File: src/design/line_sensor_position_and_node_macros.svh
// assertion macros for the line sensor block
`ifndef LINE_SENSOR_POSITION_AND_NODE_MACROS_SVH
`define LINE_SENSOR_POSITION_AND_NODE_MACROS_SVH
// implication checked on every rising clock edge outside reset
`define LSP_ASSERT_IMPL(label, clk, rst_n, ante, cons, msg) \
  label: assert property (@(posedge clk) disable iff (!rst_n) (ante) |-> (cons)) else $error(msg);
// next-cycle implication checked outside reset
`define LSP_ASSERT_NEXT(label, clk, rst_n, ante, cons, msg) \
  label: assert property (@(posedge clk) disable iff (!rst_n) (ante) |=> (cons)) else $error(msg);
`endif

File: src/design/lsp_pkg.sv
// shared types and constants for the line sensor block
package lsp_pkg;
  localparam int NSENS = 6;
  localparam int FRAC_BITS = 16;
  localparam int LOST_SUM_LIMIT = 6554;
  localparam int RAW_W = 10;
  localparam int LVL_W = 17;
  localparam int CFG_W = 27;
  localparam int CFG_IDX_W = 3;
  localparam int SUM_W = 20;
  localparam int WSUM_W = 24;
  localparam int DIV_W = 36;
  localparam int POS_W = 16;
  localparam logic [CFG_IDX_W-1:0] REG_THRESH = 3'd6;
  localparam logic [CFG_IDX_W-1:0] REG_HOLD = 3'd7;
  localparam logic [LVL_W-1:0] THRESH_RESET = 17'd16384;
  localparam logic [15:0] HOLD_RESET = 16'd15;

  // sensor weight for lane j: 2*j - 5
  function automatic logic signed [3:0] sensor_weight(input int j);
    sensor_weight = 4'(2 * j - 5);
  endfunction

  typedef struct packed {
    logic start;
    logic busy;
  } div_ctrl_t;
endpackage

File: src/design/lsp_lane.sv
// one sensor lane: calibrate a raw sample into a clamped level
module lsp_lane (
  input  logic clk,
  input  logic load,
  input  logic [lsp_pkg::RAW_W-1:0] raw,
  input  logic [lsp_pkg::CFG_W-1:0] cal,
  output logic [lsp_pkg::LVL_W-1:0] level
);
  logic [lsp_pkg::RAW_W-1:0] white;
  logic [16:0] recip;
  logic [26:0] prod;
  logic [lsp_pkg::LVL_W-1:0] level_r;
  logic [lsp_pkg::LVL_W-1:0] level_nxt;

  assign white = cal[9:0];
  assign recip = cal[26:10];
  assign prod = 27'(white - raw) * 27'(recip);

  // clamp to one, zero when raw reaches white
  always_comb begin
    if (raw >= white) level_nxt = '0;
    else if (prod > 27'(1 << lsp_pkg::FRAC_BITS)) level_nxt = 17'(1 << lsp_pkg::FRAC_BITS);
    else level_nxt = prod[16:0];
  end

  always_ff @(posedge clk) begin
    if (load) level_r <= level_nxt;
  end
  assign level = level_r;
endmodule

File: config.mk
export PLATFORM = sky130hd
export DESIGN_NAME = lsp_lane
export DESIGN_NICKNAME = d
export VERILOG_FILES = /design/src/design/line_sensor_position_and_node_macros.svh /design/src/design/lsp_pkg.sv /design/src/design/lsp_lane.sv
export SDC_FILE = /design/constraint.sdc
export NUM_CORES = 1
export LEC_CHECK = 0
export ABC_AREA = 0
export BUFFER_PORTS_ARGS = -buffer_cell sky130_fd_sc_hd__clkbuf_2
export CORE_MARGIN = 2
export CORE_UTILIZATION = 35
export CTS_BUF_LIST = sky130_fd_sc_hd__clkbuf_8
export CTS_CLUSTER_DIAMETER = 120
export DETAILED_ROUTE_END_ITERATION = 16
export GPL_TIMING_DRIVEN = 0
export HOLD_SLACK_MARGIN = 0.15
export PLACE_DENSITY_LB_ADDON = 0.15
export SLEW_MARGIN = 20
export SYNTH_ARGS = -nofsm -noshare
export SYNTH_HDL_FRONTEND = slang
export SYNTH_SLANG_ARGS = --single-unit
File: constraint.sdc
create_clock -name clk -period 10.55 [get_ports clk]
set_clock_uncertainty 0.1 [all_clocks]
set_input_delay 2.11 -clock clk [delete_from_list [all_inputs] [get_ports clk]]
set_output_delay 2.11 -clock clk [all_outputs]
set_load 0.05 [all_outputs]
==> results of run 1 <==
## layout make-up
type	instances	area (um2)	area share [%]
Timing Repair Buffer	55	275	3.33
Inverter	183	687	8.31
Buffer	39	180	2.18
Clock buffer	3	41.3	0.499
Tap cell	275	344	4.16
Multi-Input combinational cell	619	6230	75.3
Clock inverter	1	3.75	0.0454
Sequential cell	17	510	6.17
## worst max path at each step
stage / endpoint / slack, ns / cells past startpoint
floorplan: level[4] / 1.22 / 32
global route: level[7] / 0.03 / 32
finish: level[7] / 0.48 / 32
detailed placement: level[7] / -0.44 / 33
global placement: level[7] / -0.46 / 33
CTS: level[7] / 0.004 / 33
## logic make-up (layout without fill, tap and decap cells)
| group | Yosys count | in the layout |
|---|---|---|
| buffers and inverters | 222 | 281 |
| adder cells (fa/ha/maj) | 220 | 220 |
| AND/OR/NAND/NOR | 281 | 281 |
| XOR/XNOR | 24 | 24 |
| AO/OA/AOI/OAI | 94 | 94 |
| flip-flops | 17 | 17 |
## metrics by stage
step	cells	hold slack [ns]	area [um2]
floorplan	858	2.12	7570
global placement	1188	2.56	8190
detailed placement	1188	2.55	8190
CTS	1192	2.29	8240
global route	1192	2.31	8270
finish	1192	2.28	8270
## worst max-delay path, delay by kind of cell
family                     cells  cell delay [ns]
adders and majority gates      8             3.57
and+or+nand+nor                7             1.44
AOI/OAI and AO/OA              5             1.30
buffers and inverters         11             1.20
xor gates and xnor gates       1             0.43
## layer usage
| layer | routed length [um] | up-vias | global-route usage [%] |
|---|---|---|---|
| met1 | 8910 | 2837 | 24.3 |
| met4 | 137 | 0 | 1.40 |
| met5 | 0 | - | 0 |
| met2 | 9760 | 58 | 32.0 |
| li1 | - | 2799 | - |
| met3 | 289 | 8 | 0.693 |
## cell usage after synthesis (3+ instances only)
library cell  instances  area [um2]
inv_1               183         687
fa_1                136        2720
nand2_1              93         349
ha_1                 84        1050
and2_1               81         507
clkbuf_1             29         109
a21oi_1              24         120
nor2_1               24        90.1
nor2b_1              18         113
edfxtp_1             17         510
o21ai_0              16        80.1
xnor2_1              14         123
nand2b_1             13        81.3
nor4_2               10         125
xor2_1               10        87.6
a21o_1                8        60.1
nand4_1               8        50.1
buf_2                 7        35.0
nor3_1                7        35.0
nor4_1                7        43.8
o21a_1                7        52.6
or3_1                 4        25.0
a21oi_2               3        26.3
and3_1                3        18.8
nand3_1               3        15.0
o211ai_1              3        22.5
o21ai_1               3        15.0
o22ai_1               3        18.8
o31ai_1               3        22.5
or2_2                 3        18.8
## timing repair
action / CTS / global route
gates resized for setup: 2 / 11
pin swaps: 0 / 0
setup endpoints to repair: 15 / 17
==> impl_metrics.env, run 1 <==
export IMPL_status="finished, final reports clean"
export IMPL_critPathMaxFanout=10
export IMPL_crit_type="in2reg"
export IMPL_initial_core_util_pct=35.8
export IMPL_slew_headroom_pct=37.4
export IMPL_core_um2=21200
export IMPL_ant_nets=0
export IMPL_io_pins=56
export IMPL_synth_compound_area_share_pct=8.86
export IMPL_final_cell_mix="inv_1 (184), fa_1 (136), nand2_1 (93)"
export IMPL_path_common_cell="inv_1"
export IMPL_chipWidth_um=151
export IMPL_synth_edf_count=17
export IMPL_startpoint="cal[0]"
export IMPL_clk_pin_slew_worst_paths_ns=0.06
export IMPL_hold_end="level[14]"
export IMPL_cts_tree="done"
export IMPL_yosys_area_share_simple_pct=20.4
export IMPL_cts_hold_buffers_added=0
export IMPL_preCtsSetupSlack_ns=-0.440
export IMPL_drtIter0Drc=264
export IMPL_post_route_util_pct=39.1
export IMPL_cts_setup_buffers=0
export IMPL_grt_util_all_layers_pct=17.6
export IMPL_syn_nets=1117
export IMPL_worstPathArrival_ns=10.04
export IMPL_fp_dieH_um=151
export IMPL_wirelength_um=19100
export IMPL_gr_total_overflow=0
export IMPL_synth_ff_type="edfxtp_1"
export IMPL_worstPathRequired_ns=10.52
export IMPL_hold_viol=0
export IMPL_min_delay_path_class="in2reg"
export IMPL_max_stage_delay_ns=0.57
export IMPL_hp_start="load"
export IMPL_portBuffers=55
export IMPL_maxCapViolCount=0
export IMPL_fin_crit_ns=10.07
export IMPL_synth_cells=858
export IMPL_synthXorXnorAreaFrac_pct=2.78
export IMPL_grt_pass1_wl_um=31200
export IMPL_finalSetupViolations=0
export IMPL_drcViolationCount=0
export IMPL_layout_setup_ws_ns=0.476
export IMPL_synth_top_family_by_area="adder cells"
export IMPL_synthAdderAreaFrac_pct=49.9
export IMPL_drive_gt1_share_pct=11.6
export IMPL_num_antenna_cells=0
export IMPL_synth_avg_cell_area_um2=8.82
export IMPL_cp_slowest_cell="fa_1"
export IMPL_min_period_over_period_pct=95.5
export IMPL_area_delta_synth_final_pct=9.27
export IMPL_nFillCells=2228
export IMPL_post_drt_wl_per_cell_um=16.0
export IMPL_largest_reg_flops=17
export IMPL_finalSetupTns_ns=0
export IMPL_first_global_vias=5930
export IMPL_gp_congestion=0.807
export IMPL_layout_commonest_cell="inv_1"
export IMPL_clkSinkCount=17
export IMPL_timing_critical_path_to_type="flip-flop"
export IMPL_cp_start_kind="primary input"
export IMPL_dp_hpwl_um=16700
export IMPL_layout_nets=1177
export IMPL_grt_max_degree=18
export IMPL_rsz0062_at_grt="false"
export IMPL_drt_pass1_iter_count=7
export IMPL_h_tree_depth=1
export IMPL_synth_seq_cells=17
export IMPL_antenna_found_initial=1
export IMPL_async_reset_ff_share_pct=0
export IMPL_tightest_slew_ns=0.933
export IMPL_whs_path_depth=1
export IMPL_synth_cell_types=60
export IMPL_ys_seq_area_share_pct=6.74
export IMPL_cts_inserted_buffers=3
export IMPL_vias=5702
export IMPL_yosysWarningCount=0
export IMPL_cts_root_buf="clkbuf_8"
export IMPL_num_rows=53
export IMPL_synthMuxAreaShare_pct=0
export IMPL_clockBufferDepth=2
export IMPL_report_final_slew_viol_count=0
export IMPL_viasPerCell=4.78
export IMPL_die_area_um2=22800
export IMPL_fmax_ghz=0.0993
export IMPL_synth_area_um2=7570
Power of run 1 is left out: the tool's default activity adds up to more than one toggle a clock period on the data nets, which glitch-free logic cannot reach.
==> run 2: changes to the inputs <==
--- a/config.mk
+++ b/config.mk
@@ -12,6 +12,7 @@
 export CTS_BUF_LIST = sky130_fd_sc_hd__clkbuf_8
 export CTS_CLUSTER_DIAMETER = 120
 export DETAILED_ROUTE_END_ITERATION = 16
+export GPL_ROUTABILITY_DRIVEN = 0
 export GPL_TIMING_DRIVEN = 0
 export HOLD_SLACK_MARGIN = 0.15
 export PLACE_DENSITY_LB_ADDON = 0.15
==> constraint.sdc (replaced) <==
create_clock -name clk -period 10.7 [get_ports clk]
set_clock_uncertainty 0.1 [all_clocks]
set_input_delay 2.14 -clock clk [delete_from_list [all_inputs] [get_ports clk]]
set_output_delay 2.14 -clock clk [all_outputs]
set_load 0.05 [all_outputs]
==> run 2 against run 1 <==
Sequential share of layout area about the same. Die area unchanged. Cell count unchanged. Flip-flop and latch count unchanged. Core utilization about the same. Via count unchanged. Non-clock buffer count unchanged. Routed wire length unchanged. Largest cell class unchanged. Highest routed layer unchanged.
==> impl_metrics.env, run 2 (same netlist as run 1, synthesis figures left out) <==
export IMPL_status="finished, final reports clean"
export IMPL_h_tree_depth=1
export IMPL_hold_viol=0
export IMPL_layout_commonest_cell="inv_1"
export IMPL_min_period_over_period_pct=94.9
export IMPL_min_delay_path_class="in2reg"
export IMPL_slew_headroom_pct=37.4
export IMPL_largest_reg_flops=17
export IMPL_num_rows=53
export IMPL_fin_cells=1192
export IMPL_maxCapViolCount=0
export IMPL_fmax_ghz=0.0984
export IMPL_num_antenna_cells=0
export IMPL_dp_cells=1188
export IMPL_clkSinkCount=17
export IMPL_finalSetupViolations=0
export IMPL_cts_root_buf="clkbuf_8"
export IMPL_report_final_slew_viol_count=0
export IMPL_fin_crit_ns=10.16
export IMPL_crit_type="in2reg"
export IMPL_timing_critical_path_to_type="flip-flop"
export IMPL_grt_util_all_layers_pct=17.6
export IMPL_worstPathArrival_ns=10.13
export IMPL_final_cell_mix="inv_1 (184), fa_1 (136), nand2_1 (93)"
export IMPL_register_area_um2=510
export IMPL_drive_gt1_share_pct=11.6
export IMPL_layout_nets=1177
export IMPL_io_pins=56
export IMPL_wirelength_um=19100
export IMPL_cts_tree="done"
export IMPL_chipWidth_um=151
export IMPL_clockBufferDepth=2
export IMPL_die_area_um2=22800
export IMPL_viasPerCell=4.78
export IMPL_nFillCells=2228
export IMPL_cts_inserted_buffers=3
export IMPL_grt_pass1_wl_um=31200
export IMPL_initial_core_util_pct=35.8
export IMPL_drcViolationCount=0
export IMPL_dp_hpwl_um=16700
export IMPL_finalSetupTns_ns=0
export IMPL_multi_input_area_um2=6230
export IMPL_worstPathRequired_ns=10.67
export IMPL_fp_dieH_um=151
export IMPL_area_delta_synth_final_pct=9.24
export IMPL_critPathMaxFanout=10
export IMPL_tightest_slew_ns=0.933
export IMPL_gr_total_overflow=0
export IMPL_antenna_found_initial=1
export IMPL_portBuffers=55
export IMPL_startpoint="raw[1]"
export IMPL_grt_max_degree=18
export IMPL_path_common_cell="inv_1"
export IMPL_cp_start_kind="primary input"
export IMPL_drt_pass1_iter_count=7
export IMPL_post_drt_wl_per_cell_um=16.0
export IMPL_clk_pin_slew_worst_paths_ns=0.06
export IMPL_worstSetupEndpoint="level[7]"
export IMPL_max_stage_delay_ns=0.57
export IMPL_rsz0062_at_grt="false"
export IMPL_drtIter0Drc=264
export IMPL_ant_nets=0
export IMPL_first_global_vias=5934
export IMPL_core_um2=21200
export IMPL_vias=5702
export IMPL_cp_slowest_cell="fa_1"
run 2: critical path: cells and delay by family:
kind,cells,cell delay (ns)
compound gates,8,1.88
buf+inv,10,1.08
simple gates,8,1.72
fa+ha+maj,7,3.30
run 2: metal layers:
metal | vias to the layer above | global-route usage, % | part of all wire, %
met1 | 2837 | 24.3 | 47
met2 | 58 | 32.0 | 51
li1 | 2799 | - | -
met5 | - | 0 | 0
met3 | 8 | 0.693 | 1.5
met4 | 0 | 1.40 | 0.72
run 2: final cells by class:
type	instances	area share, %
clock inverter	1	0.0454
tap	275	4.16
inverter	183	8.31
clock buffer	3	0.499
sequential	17	6.17
timing repair buffer	55	3.33
buffer	39	2.15
multi-input combinational	619	75.3
run 2: through the flow:
stage | utilization, % | hold WS, ns | worst slack, ns | area (um2)
after floorplan | - | 2.15 | 1.34 | 7570
after global placement | 38.7 | 2.59 | -0.338 | 8190
after detailed placement | 38.7 | 2.58 | -0.320 | 8190
after CTS | 38.9 | 2.32 | 0.0986 | 8240
after global routing | 39.1 | 2.34 | 0.0995 | 8270
final | 39.1 | 2.31 | 0.542 | 8270
run 2: repair_timing:
action                     4_1_cts  5_1_grt
hold buffers                     0        0
resized for setup                1       10
setup endpoints to repair        9       17
buffers inserted                 0        0
run 2: how the worst min path moves through the flow:
| stage | start | to | cells after the start |
|---|---|---|---|
| after floorplan | load | level[0] | 0 |
| after global placement | load | level[15] | 1 |
| after detailed placement | load | level[16] | 1 |
| after CTS | load | level[16] | 1 |
| after global routing | load | level[13] | 1 |
| final | load | level[14] | 1 |
Power of run 2 is left out for the same reason.
==> run 3: changes to the inputs <==
--- a/config.mk
+++ b/config.mk
@@ -8,15 +8,13 @@
 export ABC_AREA = 0
 export BUFFER_PORTS_ARGS = -buffer_cell sky130_fd_sc_hd__clkbuf_2
 export CORE_MARGIN = 2
-export CORE_UTILIZATION = 35
+export CORE_UTILIZATION = 55
 export CTS_BUF_LIST = sky130_fd_sc_hd__clkbuf_8
 export CTS_CLUSTER_DIAMETER = 120
 export DETAILED_ROUTE_END_ITERATION = 16
 export GPL_ROUTABILITY_DRIVEN = 0
 export GPL_TIMING_DRIVEN = 0
-export HOLD_SLACK_MARGIN = 0.15
 export PLACE_DENSITY_LB_ADDON = 0.15
-export SLEW_MARGIN = 20
 export SYNTH_ARGS = -nofsm -noshare
 export SYNTH_HDL_FRONTEND = slang
 export SYNTH_SLANG_ARGS = --single-unit
==> run 3 against run 2 <==
Core utilization is 22 points higher. Fmax down 1.3%. Non-clock buffer count unchanged. Die area down 36%. Hold slack worse by 0.0034 ns. Global-route usage up 8.0 points. Critical path depth did not move. Largest cell class unchanged.
==> impl_metrics.env, run 3 (same netlist as run 1, synthesis figures left out) <==
export IMPL_worstPathArrival_ns=10.27
export IMPL_min_delay_path_class="in2reg"
export IMPL_finalSetupViolations=0
export IMPL_status="finished, final reports clean"
export IMPL_use_met1_pct=34.3
export IMPL_area_delta_synth_final_pct=7.39
export IMPL_placed_cell_area_um2=8060
export IMPL_num_antenna_cells=0
export IMPL_vias=5903
export IMPL_cts_inserted_buffers=3
export IMPL_clk_pin_slew_worst_paths_ns=0.07
export IMPL_final_cell_mix="inv_1 (183), fa_1 (136), nand2_1 (93)"
export IMPL_whs_path_depth=4
export IMPL_num_rows=42
export IMPL_crit_type="in2reg"
export IMPL_hold_viol=0
export IMPL_final_area_um2=8130
export IMPL_gr_total_overflow=0
export IMPL_fmax_ghz=0.0972
export IMPL_layout_commonest_cell="inv_1"
export IMPL_drive_gt1_share_pct=11.2
export IMPL_core_um2=13300
export IMPL_tightest_slew_ns=1.27
export IMPL_max_stage_delay_ns=0.55
export IMPL_grt_max_degree=18
export IMPL_clkSinkCount=17
export IMPL_top_usage_layer="met2"
export IMPL_drtIter0Drc=323
export IMPL_cts_tree="done"
export IMPL_fp_dieH_um=121
export IMPL_chipWidth_um=121
export IMPL_cts_setup_buffers=0
export IMPL_cts_hold_buffers_added=0
export IMPL_rsz0062_at_grt="false"
export IMPL_path_common_cell="inv_1"
export IMPL_io_pins=56
export IMPL_drcViolationCount=0
export IMPL_viasPerCell=5.40
export IMPL_cp_start_kind="primary input"
export IMPL_met2_usage_pct=45.8
export IMPL_clockBufferDepth=2
export IMPL_post_drt_wl_per_cell_um=16.2
export IMPL_h_tree_depth=1
export IMPL_drt_pass1_iter_count=5
export IMPL_grt_pass1_wl_um=29700
export IMPL_largest_reg_flops=17
export IMPL_cts_root_buf="clkbuf_8"
export IMPL_min_period_over_period_pct=96.1
export IMPL_worstPathRequired_ns=10.68
export IMPL_grt_util_all_layers_pct=25.7
export IMPL_slew_headroom_pct=15.0
export IMPL_critPathMaxFanout=10
export IMPL_antenna_found_initial=0
export IMPL_cp_slowest_cell="fa_1"
export IMPL_dp_hpwl_um=15300
export IMPL_first_global_vias=6166
export IMPL_report_final_slew_viol_count=0
export IMPL_initial_core_util_pct=56.7
export IMPL_die_area_um2=14700
export IMPL_use_met3_pct=1.46
export IMPL_fin_crit_ns=10.29
export IMPL_ant_nets=0
export IMPL_timing_critical_path_to_type="flip-flop"
export IMPL_portBuffers=55
export IMPL_maxCapViolCount=0
export IMPL_wirelength_um=17700
export IMPL_layout_nets=1177
## run 3: timing repair
| action | CTS | global route |
|---|---|---|
| gates resized for setup | 1 | 7 |
| hold endpoints to repair | 0 | 0 |
| setup endpoints to repair | 10 | 16 |
## run 3: per-stage QoR
stage	util (%)	setup TNS (ns)	setup WS (ns)	instances	hold slack (ns)
after floorplan	-	0	1.34	858	2.15
after global placement	60.4	-2.94	-0.260	1089	2.58
after detailed placement	60.4	-3.61	-0.285	1089	2.58
after CTS	60.8	0	0.156	1093	2.31
after global routing	60.9	0	0.0669	1093	2.34
final	60.9	0	0.413	1093	2.31
## run 3: layer usage
| metal | vias to the layer above | wire [um] | part of all wire [%] |
|---|---|---|---|
| met5 | - | 0 | 0 |
| met4 | 0 | 490 | 2.8 |
| met3 | 27 | 559 | 3.2 |
| met2 | 132 | 9040 | 51 |
| met1 | 2956 | 7630 | 43 |
| li1 | 2788 | - | - |
## run 3: layout make-up
type                       instances  area, um2
tap                              176        220
inverter                         183        687
fill                            1231       5220
multi-input combinational        619       6210
timing repair buffer              55        275
clock buffer                       3       41.3
buffer                            39        176
clock inverter                     1       5.00
sequential                        17        510
## run 3: path summary, 6_finish.rpt
kind | start | end | slack, ns
worst max-delay path | raw[1] | level[14] | 0.41
worst min-delay path | cal[10] | level[0] | 2.31
## run 3: worst max-delay path: cells and delay by family
kind | cells | cell delay, ns
AOI/OAI and AO/OA | 8 | 2.00
buffers and inverters | 10 | 1.05
and+or+nand+nor | 8 | 1.75
adders and majority gates | 7 | 3.30
Power of run 3 is left out for the same reason.
