--- src/design/line_sensor_position_and_node_macros.svh ---
// assertion macros for the line sensor block
`ifndef LINE_SENSOR_POSITION_AND_NODE_MACROS_SVH
`define LINE_SENSOR_POSITION_AND_NODE_MACROS_SVH
// implication checked on every rising clock edge outside reset
`define LSP_ASSERT_IMPL(label, clk, rst_n, ante, cons, msg) \
  label: assert property (@(posedge clk) disable iff (!rst_n) (ante) |-> (cons)) else $error(msg);
// next-cycle implication checked outside reset
`define LSP_ASSERT_NEXT(label, clk, rst_n, ante, cons, msg) \
  label: assert property (@(posedge clk) disable iff (!rst_n) (ante) |=> (cons)) else $error(msg);
`endif

--- src/design/lsp_pkg.sv ---
// shared types and constants for the line sensor block
package lsp_pkg;
  localparam int NSENS = 6;
  localparam int FRAC_BITS = 16;
  localparam int LOST_SUM_LIMIT = 6554;
  localparam int RAW_W = 10;
  localparam int LVL_W = 17;
  localparam int CFG_W = 27;
  localparam int CFG_IDX_W = 3;
  localparam int SUM_W = 20;
  localparam int WSUM_W = 24;
  localparam int DIV_W = 36;
  localparam int POS_W = 16;
  localparam logic [CFG_IDX_W-1:0] REG_THRESH = 3'd6;
  localparam logic [CFG_IDX_W-1:0] REG_HOLD = 3'd7;
  localparam logic [LVL_W-1:0] THRESH_RESET = 17'd16384;
  localparam logic [15:0] HOLD_RESET = 16'd15;

  // sensor weight for lane j: 2*j - 5
  function automatic logic signed [3:0] sensor_weight(input int j);
    sensor_weight = 4'(2 * j - 5);
  endfunction

  typedef struct packed {
    logic start;
    logic busy;
  } div_ctrl_t;
endpackage

--- src/design/lsp_div.sv ---
// restoring divider, one quotient bit per cycle, truncates the quotient
module lsp_div (
  input  logic clk,
  input  logic rst_n,
  input  lsp_pkg::div_ctrl_t ctrl_in,
  input  logic [lsp_pkg::DIV_W-1:0] dividend,
  input  logic [lsp_pkg::SUM_W-1:0] divisor,
  output logic busy,
  output logic [lsp_pkg::POS_W-1:0] quot
);
  localparam int CNT_W = $clog2(lsp_pkg::DIV_W + 1);
  logic [lsp_pkg::DIV_W-1:0] q_r, q_nxt;
  logic [lsp_pkg::SUM_W:0] rem_r, rem_nxt;
  logic [CNT_W-1:0] cnt_r, cnt_nxt;
  logic [lsp_pkg::SUM_W:0] trial;

  assign trial = {rem_r[lsp_pkg::SUM_W-1:0], q_r[lsp_pkg::DIV_W-1]};

  // shift in one dividend bit, subtract when it fits
  always_comb begin
    q_nxt = q_r;
    rem_nxt = rem_r;
    cnt_nxt = cnt_r;
    if (ctrl_in.start) begin
      q_nxt = dividend;
      rem_nxt = '0;
      cnt_nxt = CNT_W'(lsp_pkg::DIV_W);
    end else if (cnt_r != '0) begin
      cnt_nxt = cnt_r - 1'b1;
      if (trial >= {1'b0, divisor}) begin
        rem_nxt = trial - {1'b0, divisor};
        q_nxt = {q_r[lsp_pkg::DIV_W-2:0], 1'b1};
      end else begin
        rem_nxt = trial;
        q_nxt = {q_r[lsp_pkg::DIV_W-2:0], 1'b0};
      end
    end
  end

  always_ff @(posedge clk) begin
    if (!rst_n) begin
      cnt_r <= '0;
    end else begin
      cnt_r <= cnt_nxt;
    end
    q_r <= q_nxt;
    rem_r <= rem_nxt;
  end

  assign busy = (cnt_r != '0);
  assign quot = q_r[lsp_pkg::POS_W-1:0];
endmodule

--- src/design/lsp_merge.sv ---
// merging stage: mask, sums, node tracking, centroid divide
module lsp_merge #(
  parameter int LOST_LIMIT = lsp_pkg::LOST_SUM_LIMIT
) (
  input  logic clk,
  input  logic rst_n,
  input  logic start,
  input  logic [lsp_pkg::LVL_W-1:0] levels [lsp_pkg::NSENS],
  input  logic [31:0] tick,
  input  logic [lsp_pkg::LVL_W-1:0] thresh,
  input  logic [15:0] hold,
  output logic done,
  output logic [lsp_pkg::NSENS-1:0] mask,
  output logic [lsp_pkg::POS_W-1:0] position,
  output logic lost,
  output logic found
);
  typedef enum logic [2:0] {
    ST_IDLE = 3'b001, ST_SUM = 3'b010, ST_DIV = 3'b100
  } mst_t;
  mst_t st_r, st_nxt;
  logic node_pending_r, node_pending_nxt;
  logic [31:0] node_start_r, node_start_nxt;
  logic [lsp_pkg::NSENS-1:0] mask_r, mask_nxt;
  logic lost_r, lost_nxt, found_r, found_nxt, neg_r, neg_nxt;
  logic [lsp_pkg::SUM_W-1:0] sum_r, sum_nxt;
  logic signed [lsp_pkg::WSUM_W-1:0] wsum;
  logic [lsp_pkg::WSUM_W-1:0] mag;
  logic [lsp_pkg::DIV_W-1:0] dividend_r, dividend_nxt;
  logic [2:0] cnt;
  logic off;
  logic div_busy, div_busy_d_r;
  logic [lsp_pkg::POS_W-1:0] quot;
  lsp_pkg::div_ctrl_t dctl;

  // lane sums, weighted sum, mask, lost flag and rounded dividend
  always_comb begin
    sum_nxt = '0;
    wsum = '0;
    mask_nxt = '0;
    for (int j = 0; j < lsp_pkg::NSENS; j++) begin
      sum_nxt = sum_nxt + lsp_pkg::SUM_W'(levels[j]);
      wsum = wsum + lsp_pkg::WSUM_W'($signed({1'b0, levels[j]}))
           * lsp_pkg::WSUM_W'(lsp_pkg::sensor_weight(j));
      mask_nxt[j] = levels[j] > thresh;
    end
    mag = wsum[lsp_pkg::WSUM_W-1] ? lsp_pkg::WSUM_W'(-wsum) : lsp_pkg::WSUM_W'(wsum);
    neg_nxt = wsum[lsp_pkg::WSUM_W-1];
    lost_nxt = sum_nxt <= lsp_pkg::SUM_W'(LOST_LIMIT);
    dividend_nxt = {mag, 12'd0} + lsp_pkg::DIV_W'(sum_nxt >> 1);
  end

  // off-pattern test over the new mask
  always_comb begin
    cnt = 3'(mask_nxt[1]) + 3'(mask_nxt[2]) + 3'(mask_nxt[3]) + 3'(mask_nxt[4])
        + 3'(mask_nxt[5]);
    off = (cnt == 3'd0) || (cnt > 3'd3) || mask_nxt[5] || mask_nxt[0];
  end

  // node tracking and sequencing
  always_comb begin
    st_nxt = st_r;
    node_pending_nxt = node_pending_r;
    node_start_nxt = node_start_r;
    found_nxt = found_r;
    dctl.start = 1'b0;
    dctl.busy = div_busy;
    unique case (st_r)
      ST_IDLE: if (start) st_nxt = ST_SUM;
      ST_SUM: begin
        found_nxt = 1'b0;
        if (off) begin
          if (node_pending_r) found_nxt = (tick - node_start_r) > 32'(hold);
          else begin
            node_pending_nxt = 1'b1;
            node_start_nxt = tick;
          end
        end else begin
          node_pending_nxt = 1'b0;
          node_start_nxt = '0;
        end
        dctl.start = 1'b1;
        st_nxt = ST_DIV;
      end
      ST_DIV: if (!div_busy && div_busy_d_r) st_nxt = ST_IDLE;
      default: st_nxt = ST_IDLE;
    endcase
  end

  always_ff @(posedge clk) begin
    if (!rst_n) begin
      st_r <= ST_IDLE;
      node_pending_r <= 1'b0;
      node_start_r <= '0;
      div_busy_d_r <= 1'b0;
    end else begin
      st_r <= st_nxt;
      node_pending_r <= node_pending_nxt;
      node_start_r <= node_start_nxt;
      div_busy_d_r <= div_busy;
    end
    found_r <= found_nxt;
    if (st_r == ST_SUM) begin
      mask_r <= mask_nxt;
      sum_r <= sum_nxt;
      lost_r <= lost_nxt;
      neg_r <= neg_nxt;
      dividend_r <= dividend_nxt;
    end
  end

  lsp_div u_div (
    .clk(clk), .rst_n(rst_n), .ctrl_in(dctl),
    .dividend(dctl.start ? dividend_nxt : dividend_r),
    .divisor(dctl.start ? sum_nxt : sum_r),
    .busy(div_busy), .quot(quot)
  );

  assign done = (st_r == ST_DIV) && !div_busy && div_busy_d_r;
  assign mask = mask_r;
  assign lost = lost_r;
  assign found = found_r;
  assign position = lost_r ? '0 : (neg_r ? lsp_pkg::POS_W'(-quot) : quot);
endmodule

--- config.mk ---
export PLATFORM = sky130hd
export DESIGN_NAME = lsp_merge
export DESIGN_NICKNAME = d
export VERILOG_FILES = /design/src/design/line_sensor_position_and_node_macros.svh /design/src/design/lsp_pkg.sv /design/src/design/lsp_div.sv /design/src/design/lsp_merge.sv
export SDC_FILE = /design/constraint.sdc
export NUM_CORES = 1
export LEC_CHECK = 0
export BUFFER_PORTS_ARGS = -buffer_cell sky130_fd_sc_hd__buf_4
export CAP_MARGIN = 20
export CORE_MARGIN = 5
export CORE_UTILIZATION = 55
export DETAILED_ROUTE_END_ITERATION = 16
export GPL_TIMING_DRIVEN = 0
export PLACE_DENSITY = 0.82
export SLEW_MARGIN = 20
export SYNTH_ARGS = -nofsm -noshare
export SYNTH_HDL_FRONTEND = slang
export SYNTH_SLANG_ARGS = --single-unit
--- constraint.sdc ---
create_clock -name clk -period 14.1 [get_ports clk]
set_input_delay 0.705 -clock clk [delete_from_list [all_inputs] [get_ports clk]]
set_output_delay 0.705 -clock clk [all_outputs]
set_load 0.02 [all_outputs]
==> results.py, run 1 <==
metrics = {
    "outcome": {
        "status": "complete, no violations",
    },
    "floorplanning": {
        "die_w_um": 204,
        "rows": 71,
        "dieHeight_um": 204,
        "coreArea_sq_um": 37300,
        "die_area_sq_um": 41500,
        "io_pins": 195,
        "initial_core_util_pct": 55.3,
    },
    "synth": {
        "netlist.area_leader.share_pct": 19.7,
        "yosysWarnings": 0,
        "synthesis.area_sq_um": 20600,
        "synth_seq_cells": 128,
        "syn_inst": 2355,
        "ys_seq_area_share_pct": 15.6,
        "netlist_top_cells_area": "ha_1, fa_1, edfxtp_1",
        "avgSynthCellArea_sq_um": 8.76,
        "ys.flop_type": "edfxtp_1",
        "yosys.area.top_type": "ha_1",
        "syn-num-nets": 3045,
        "async_flop_share_pct": 0,
        "synth_edf_count": 65,
        "ys_types": 81,
    },
    "cts": {
        "cts_resized": 0,
        "clockBufferDepth": 2,
        "cts.sinks": 128,
        "ctsHoldBuffers": 0,
        "cts_made_buffers": 17,
        "cts_tree": "built",
        "htree_levels": 4,
        "post-cts-setup-buffers": 0,
        "cts_root_buffer": "clkbuf_16",
        "cts.clk_slew.worst_paths_ns": 0.06,
        "clock_latency_ns": 0.43,
    },
    "cells_and_area": {
        "final_nets": 3258,
        "fin_cells": 3056,
        "nFillCells": 3204,
        "syn_to_final_growth_pct": 13.0,
        "final_cell_area_sq_um": 23300,
        "drive_gt1_share_pct": 10.0,
    },
    "detailed_routing": {
        "dr_total_vias": 17784,
        "drcViolationCount": 0,
        "wl_um": 58300,
        "routed_via_density": 5.82,
        "drtAntennaViolNets": 0,
        "dr.pass1.iters": 5,
        "wl_per_cell_um": 19.1,
        "drt_iter0_drc": 1192,
    },
    "critical_path": {
        "worstPathArrival_ns": 13.29,
        "critical_path.max_fanout": 10,
        "crit_type": "in -> reg",
        "crit_required_ns": 14.32,
        "worst_setup_path_start_kind": "input pin",
        "cp_slowest_cell": "o41ai_1",
        "cp_slowest_stage_delay_ns": 0.85,
        "endpoint_kind": "flip-flop",
    },
    "global_route": {
        "grtUsageTotal_pct": 27.8,
        "antenna_found_initial": 1,
        "grt_pass1_wl_um": 92700,
        "grt_max_degree": 37,
        "overflow": 0,
        "grt_pass1_vias": 17940,
    },
    "sta": {
        "hold_violations": 0,
        "fin_crit_sh_pct": 92.7,
        "setup_slack_ns": 1.03,
        "slew_viol_final": 0,
        "fmax_mhz": 76.5,
        "rsz0062_at_grt": "false",
        "setup_viol": 0,
        "period_needed_ns": 13.07,
        "setup_tns_ns": 0,
        "worst_pin_slew_ns": 1.29,
        "relSlewSlack_pct": 11.7,
        "skew_ns": 0.0156,
    },
    "placement": {
        "placed_cells": 3023,
        "io_buffers": 193,
        "placed_area_sq_um": 22700,
        "gp_congestion": 0.965,
        "dp_slack_ns": 0.835,
        "dp_hpwl_um": 50000,
    },
    "run": {
        "maxCapViolations": 0,
    },
    "hold_path": {
        "hold_path.class": "reg -> reg",
    },
}
-- final cells by class --
type | instances | area (sq um) | share of cell area, %
Inverter | 399 | 1500 | 6.43
Tap cell | 474 | 593 | 2.55
Sequential cell | 128 | 3210 | 13.8
Multi-Input combinational cell | 1774 | 15700 | 67.4
Timing Repair Buffer | 194 | 1470 | 6.30
Clock inverter | 15 | 180 | 0.773
Buffer | 54 | 223 | 0.956
Antenna cell | 1 | 2.50 | 0.0107
Clock buffer | 17 | 425 | 1.83
-- metal layers --
| metal | wire length, um | up-vias | GRT usage [%] |
|---|---|---|---|
| li1 | - | 8498 | - |
| met1 | 24300 | 8601 | 35.9 |
| met2 | 28800 | 577 | 48.6 |
| met3 | 3500 | 106 | 4.10 |
| met4 | 1610 | 2 | 8.00 |
| met5 | 18 | - | 0 |
-- placed cells by master, fill, tap and decap left out, types with 17 or more instances in the layout --
cell,instances
xnor2_1,86
o21bai_1,23
nor2_1,115
nand2_1,150
nand4_1,25
clkbuf_1,43
dfxtp_1,63
ha_1,325
nor2b_1,54
nor3_1,34
nand3_1,50
o21a_1,34
a21o_1,67
buf_4,193
o21ai_0,143
xor2_1,56
nand2b_1,18
edfxtp_1,65
clkbuf_16,17
a21oi_1,140
inv_1,399
a22oi_1,33
fa_1,195
-- worst max-delay path, delay by kind of cell --
family / cells / cell delay [ns]
AO/OA/AOI/OAI: 21 / 5.61
XOR/XNOR: 1 / 0.19
adder cells (fa/ha/maj): 9 / 3.54
buffers and inverters: 9 / 1.60
AND/OR/NAND/NOR: 6 / 1.63
-- Yosys cell counts (all sizes together) (6+ instances only) --
cell / instances
o211ai: 9
nand3: 50
a21oi: 140
o41ai: 10
mux2i: 16
nor3: 34
xnor2: 86
o31ai: 14
inv: 399
and3: 18
a21boi: 16
o21ai: 146
dfxtp: 63
clkbuf: 44
buf: 10
nor2: 116
a31oi: 10
nor3b: 9
o21a: 34
xor2: 56
nand2: 151
and2: 6
o21bai: 23
edfxtp: 65
or4: 8
a21o: 67
ha: 325
or3: 11
a22oi: 33
fa: 195
nor2b: 54
nand2b: 18
a211o: 7
nand4: 25
nor4: 14
-- stage by stage --
step,util [%],hold slack [ns]
2_1_floorplan,-,0.448
3_3_place_gp,60.8,0.460
3_5_place_dp,60.8,0.488
4_1_cts,62.4,0.499
5_1_grt,62.4,0.529
6_report,62.4,0.494
-- state kept, by name, indices dropped and copies added (netlist names), 3 cells and up --
signal and count:
u_div.q_r 36, mask 6, u_div.cnt_r 6, node_start_r 32, sum_r 20, u_div.rem_r 20
st_r 3
-- cells by family (layout without fill, tap and decap cells) --
family                   after synthesis  count (layout)  share of synthesized area (%)
AO/OA/AOI/OAI                        562             562                           17.7
AND/OR/NAND/NOR                      531             531                           12.8
adder cells (fa/ha/maj)              520             520                           38.6
buffers and inverters                453             679                           8.33
XOR/XNOR                             142             142                           6.03
flip-flops                           128             128                           15.6
multiplexers                          19              19                          0.958
other                                  0               1                              0
-- path summary, 6_finish.rpt --
kind | startpoint | slack, ns | cells after the start | to
worst min-delay path | st_r[0]$_SDFFE_PN1P_ | 0.49 | 1 | st_r[2]$_SDFFE_PN0P_
worst min register to register | st_r[0]$_SDFFE_PN1P_ | 0.49 | 1 | st_r[2]$_SDFFE_PN0P_
worst max register to register | st_r[1]$_SDFFE_PN0P_ | 8.27 | 24 | u_div.rem_r[4]$_SDFFE_PP0P_
worst max-delay path | levels[18] | 1.03 | 46 | u_div.q_r[35]$_DFFE_PP_
Power of run 1 is left out: the tool's default activity adds up to more than one toggle a clock period on the data nets, which glitch-free logic cannot reach.
==> run 2, diff against run 1 <==
ABC_AREA = 1   (was default)
==> results.py, run 2 <==
metrics = {
    "outcome": {
        "status": "complete, no violations",
    },
    "cells_and_area": {
        "top_regs": "u_div.q_r x36, node_start_r x32",
        "ff_latch_area_sq_um": 3210,
        "diodes": 0,
        "largest_reg_flops": 36,
        "final_nets": 3737,
        "nFillCells": 3481,
        "drive_gt1_share_pct": 8.66,
        "regMostFlops": "u_div.q_r",
        "fin_cells": 3578,
        "utilization_pct": 62.5,
        "final_common_cell": "inv_1",
        "final_cell_mix": "inv_1, nand2_1, ha_1",
        "multi_input_area_sq_um": 15800,
        "syn_to_final_growth_pct": 12.7,
    },
    "critical_path": {
        "critPathTopFamily": "compound AO/OA/AOI/OAI gates",
        "critical_path.max_fanout": 10,
        "cp_slowest_stage_delay_ns": 0.53,
        "reg2regPathDepth": 19,
        "r2r-start": "st_r[1]$_SDFFE_PN0P_",
        "endpoint_kind": "flip-flop",
        "ff2ff_setup_slack_ns": 9.15,
        "crit_type": "in -> reg",
        "crit_required_ns": 14.28,
        "path_buf_inv": 9,
        "reg2reg_to": "u_div.rem_r[19]$_SDFFE_PP0P_",
        "cp_slowest_cell": "fa_1",
        "cp-startpoint": "levels[19]",
        "worstPathArrival_ns": 9.75,
        "worst_setup_path_start_kind": "input pin",
        "cpMostUsedCell": "inv_1",
    },
    "cts": {
        "ctsHoldBuffers": 0,
        "cts_tree": "built",
        "cts.sinks": 128,
        "cts_made_buffers": 17,
        "cts.clk_slew.worst_paths_ns": 0.06,
        "post-cts-setup-buffers": 0,
        "cts_root_buffer": "clkbuf_16",
        "htree_levels": 4,
        "cts_resized": 0,
        "clockBufferDepth": 2,
        "clock_latency_ns": 0.43,
    },
    "synth": {
        "ys_seq_area_share_pct": 15.0,
        "synth_most_common_cell": "inv_1",
        "ys_types": 63,
        "async_flop_share_pct": 0,
        "yosysWarnings": 0,
        "netlist_top_cells_area": "ha_1, fa_1, inv_1",
        "synth_seq_cells": 128,
        "synthesis.area_sq_um": 21400,
        "synth_edf_count": 65,
        "ys.flop_type": "edfxtp_1",
        "netlist.area_leader.share_pct": 19.0,
        "synth_common_cells": "inv_1, nand2_1, ha_1",
        "avgSynthCellArea_sq_um": 7.55,
        "syn-num-nets": 3524,
        "syn_inst": 2834,
        "yosys.area.top_type": "ha_1",
    },
    "floorplanning": {
        "io_pins": 195,
        "die_area_sq_um": 42900,
        "dieHeight_um": 207,
        "coreArea_sq_um": 38600,
        "rows": 72,
        "die_w_um": 207,
        "initial_core_util_pct": 55.5,
    },
    "global_route": {
        "grt_pass1_wl_um": 101000,
        "grtUsageTotal_pct": 28.8,
        "overflow": 0,
        "antenna_found_initial": 0,
        "grt_pass1_vias": 19802,
        "grt_max_degree": 40,
    },
    "sta": {
        "setup_viol": 0,
        "slew_viol_final": 0,
        "skew_ns": 0.00900,
        "rsz0062_at_grt": "false",
        "period_needed_ns": 9.57,
        "setup_slack_ns": 4.53,
        "hold_violations": 0,
        "fin_crit_sh_pct": 67.9,
        "relSlewSlack_pct": 36.5,
        "worst_pin_slew_ns": 0.929,
        "setup_tns_ns": 0,
        "fmax_mhz": 104,
    },
    "placement": {
        "gp_congestion": 1.02,
        "placed_cells": 3546,
        "dp_hpwl_um": 53700,
        "io_buffers": 194,
        "dp_slack_ns": 4.17,
    },
    "detailed_routing": {
        "routed_via_density": 5.50,
        "wl_um": 62300,
        "dr.pass1.iters": 6,
        "dr_total_vias": 19684,
        "drtAntennaViolNets": 0,
        "drt_iter0_drc": 1315,
        "wl_per_cell_um": 17.4,
        "drcViolationCount": 0,
    },
    "hold_path": {
        "hold_depth": 2,
        "hold_path.class": "reg -> reg",
        "hold_path_startpoint": "node_start_r[29]$_SDFFE_PN0P_",
        "holdPathEnd": "node_start_r[29]$_SDFFE_PN0P_",
    },
    "run": {
        "maxCapViolations": 0,
    },
}
-- run 2: cell types whose count changed in the layout (fill, tap and decap cells not counted), sizes merged, moves of 25 or more --
cell   previous run  this run
nand3            50       126
nor2            116       169
o21a             34         9
nand2           151       563
a22oi            33         0
a21o             67        12
nor2b            54         0
a21oi           140       226
inv             404       591
xnor2            86        31
nand4            25        61
-- run 2: logic make-up after synthesis --
group,count (synthesis),synth area share (%)
AO/OA/AOI/OAI,448,11.6
AND/OR/NAND/NOR,1001,20.4
multiplexers,1,0.0468
buffers and inverters,628,11.1
flip-flops,128,15.0
adder cells (fa/ha/maj),520,37.3
XOR/XNOR,108,4.51
-- run 2: per-stage QoR --
| step | hold slack, ns | instance area [sq um] |
|---|---|---|
| detailed placement | 0.454 | 23500 |
| global placement | 0.450 | 23500 |
| global route | 0.474 | 24100 |
| floorplan | 0.441 | 21400 |
| CTS | 0.464 | 24100 |
| finish | 0.463 | 24100 |
-- run 2: worst max-delay path by stage --
stage / end / slack, ns / cells after the start
2_1_floorplan: u_div.q_r[34]$_DFFE_PP_ / 5.77 / 45
3_3_place_gp: u_div.q_r[30]$_DFFE_PP_ / 4.45 / 43
3_5_place_dp: u_div.q_r[34]$_DFFE_PP_ / 4.17 / 43
4_1_cts: u_div.q_r[34]$_DFFE_PP_ / 4.60 / 43
5_1_grt: u_div.q_r[32]$_DFFE_PP_ / 3.92 / 43
6_report: u_div.q_r[34]$_DFFE_PP_ / 4.53 / 43
-- run 2: area by class of cell --
class | count | share of cell area [%]
Timing Repair Buffer | 194 | 6.04
Inverter | 588 | 9.16
Tap cell | 518 | 2.69
Sequential cell | 128 | 13.3
Buffer | 40 | 0.691
Clock buffer | 18 | 1.78
Clock inverter | 14 | 0.753
Multi-Input combinational cell | 2078 | 65.6
-- run 2: worst register-to-register path, delay by kind of cell, from the launching register on --
family / cells / cell delay, ns
and+or+nand+nor: 6 / 1.40
AOI/OAI and AO/OA: 5 / 0.70
buffers and inverters: 7 / 2.08
DFF: 1 / 0.33
adders and majority gates: 1 / 0.33
-- run 2: metal layers --
metal	routed length [um]	vias up	global-route usage (%)
met4	2930	0	12.6
li1	-	9620	-
met2	28800	669	47.7
met1	26300	9242	37.0
met3	4290	153	5.26
met5	0	-	0
Power of run 2 is left out for the same reason.
==> run 3, diff against run 2 <==
PLACE_DENSITY = 0.85   (was 0.82)
clock period = 8.4 ns   (was 14.1 ns; I/O delays follow)
==> results.py, run 3 (synthesized netlist as in run 2, its figures left out) <==
metrics = {
    "critical_path": {
        "worstPathArrival_ns": 8.29,
        "r2r-start": "st_r[1]$_SDFFE_PN0P_",
        "crit_required_ns": 8.57,
        "cpMostUsedCell": "inv_1",
        "crit_type": "in -> reg",
        "worst_setup_path_start_kind": "input pin",
        "critPathTopFamily": "compound AO/OA/AOI/OAI gates",
        "reg2regPathDepth": 17,
        "cp_slowest_cell": "fa_1",
        "path_buf_inv": 9,
        "critical_path.max_fanout": 10,
        "cp_slowest_stage_delay_ns": 0.53,
        "reg2reg_to": "u_div.rem_r[6]$_SDFFE_PP0P_",
        "endpoint_kind": "flip-flop",
        "ff2ff_setup_slack_ns": 3.30,
    },
    "hold_path": {
        "holdPathEnd": "st_r[0]$_SDFFE_PN1P_",
        "hold_depth": 2,
        "hold_path_startpoint": "start",
        "hold_path.class": "in -> reg",
    },
    "floorplanning": {
        "io_pins": 195,
        "dieHeight_um": 207,
        "die_area_sq_um": 42900,
        "coreArea_sq_um": 38600,
        "die_w_um": 207,
        "initial_core_util_pct": 55.5,
        "rows": 72,
    },
    "detailed_routing": {
        "wl_per_cell_um": 17.7,
        "drcViolationCount": 0,
        "wl_um": 63300,
        "dr.pass1.iters": 6,
        "dr_total_vias": 20091,
        "routed_via_density": 5.61,
        "drtAntennaViolNets": 0,
        "drt_iter0_drc": 1554,
    },
    "sta": {
        "period_needed_ns": 8.12,
        "slew_viol_final": 0,
        "worst_pin_slew_ns": 0.993,
        "setup_slack_ns": 0.282,
        "skew_ns": 0.0139,
        "fin_crit_sh_pct": 96.6,
        "relSlewSlack_pct": 33.6,
        "fmax_mhz": 123,
        "hold_violations": 0,
        "timing.hold.ws_ns": 0.225,
        "setup_viol": 0,
    },
    "cells_and_area": {
        "final_cell_mix": "inv_1, nand2_1, ha_1",
        "ff_latch_area_sq_um": 3210,
        "largest_reg_flops": 36,
        "drive_gt1_share_pct": 9.63,
        "final_common_cell": "inv_1",
        "nFillCells": 3412,
        "top_regs": "u_div.q_r x36, node_start_r x32",
        "regMostFlops": "u_div.q_r",
        "fin_cells": 3582,
        "final_nets": 3740,
        "multi_input_area_sq_um": 16000,
        "syn_to_final_growth_pct": 13.5,
    },
    "global_route": {
        "grt_max_degree": 40,
        "gr-usage-met3_pct": 3.90,
        "use_met2_pct": 49.1,
        "overflow": 0,
        "antenna_found_initial": 2,
        "top_usage_layer": "met2",
        "grt_pass1_vias": 20301,
        "grt_pass1_wl_um": 102000,
        "met1_usage_pct": 37.1,
        "grtUsageTotal_pct": 28.9,
    },
    "outcome": {
        "status": "complete, no violations",
    },
    "placement": {
        "gp_congestion": 0.992,
        "placed_cells": 3546,
        "io_buffers": 194,
        "dp_slack_ns": -1.08,
        "dp_hpwl_um": 53900,
    },
    "cts": {
        "cts_root_buffer": "clkbuf_16",
        "clockBufferDepth": 2,
        "cts_made_buffers": 17,
        "clock_latency_ns": 0.43,
        "htree_levels": 4,
        "cts.clk_slew.worst_paths_ns": 0.06,
        "cts.sinks": 128,
        "ctsHoldBuffers": 0,
        "cts_tree": "built",
    },
    "run": {
        "maxCapViolations": 0,
    },
}
-- run 3: final cells by class --
cell class	instances	area share [%]
diodes	1	0.0103
plain buffers	39	0.681
clock buffers	20	1.89
clock inverters	12	0.541
inverters	588	9.11
multi-input cells	2078	65.7
flip-flops and latches	128	13.2
well taps	518	2.67
repair buffers	198	6.12
-- run 3: repair_timing --
item	4_1_cts	5_1_grt
endpoints found under the hold margin	0	0
gates cloned	0	0
setup buffers	0	4
setup endpoints to repair	16	16
gates resized for setup	10	37
pin swaps	1	6
-- run 3: worst max path at each step --
stage          cells after the start  slack (ns)                       to  startpoint
2_1_floorplan                     45        0.36  u_div.q_r[34]$_DFFE_PP_  levels[17]
3_3_place_gp                      43       -0.99  u_div.q_r[30]$_DFFE_PP_  levels[19]
3_5_place_dp                      43       -1.08  u_div.q_r[30]$_DFFE_PP_  levels[19]
4_1_cts                           47        0.02  u_div.q_r[30]$_DFFE_PP_  levels[18]
5_1_grt                           43       -0.11  u_div.q_r[30]$_DFFE_PP_  levels[19]
6_report                          43        0.28  u_div.q_r[30]$_DFFE_PP_  levels[19]
-- run 3: per-layer routing --
| metal | part of all wire [%] | vias to the layer above |
|---|---|---|
| li1 | - | 9640 |
| met1 | 41 | 9500 |
| met2 | 48 | 779 |
| met3 | 6.6 | 170 |
| met4 | 4.5 | 2 |
| met5 | 0.014 | - |
-- run 3: per-stage QoR --
step           setup TNS [ns]  utilization (%)  cell area [sq um]
2_1_floorplan               0                -              21400
3_3_place_gp           -11.30             60.9              23500
3_5_place_dp           -12.87             60.9              23500
4_1_cts                     0             62.5              24100
5_1_grt                -0.272             62.9              24300
6_report                    0             62.9              24300
Power of run 3 is left out for the same reason.
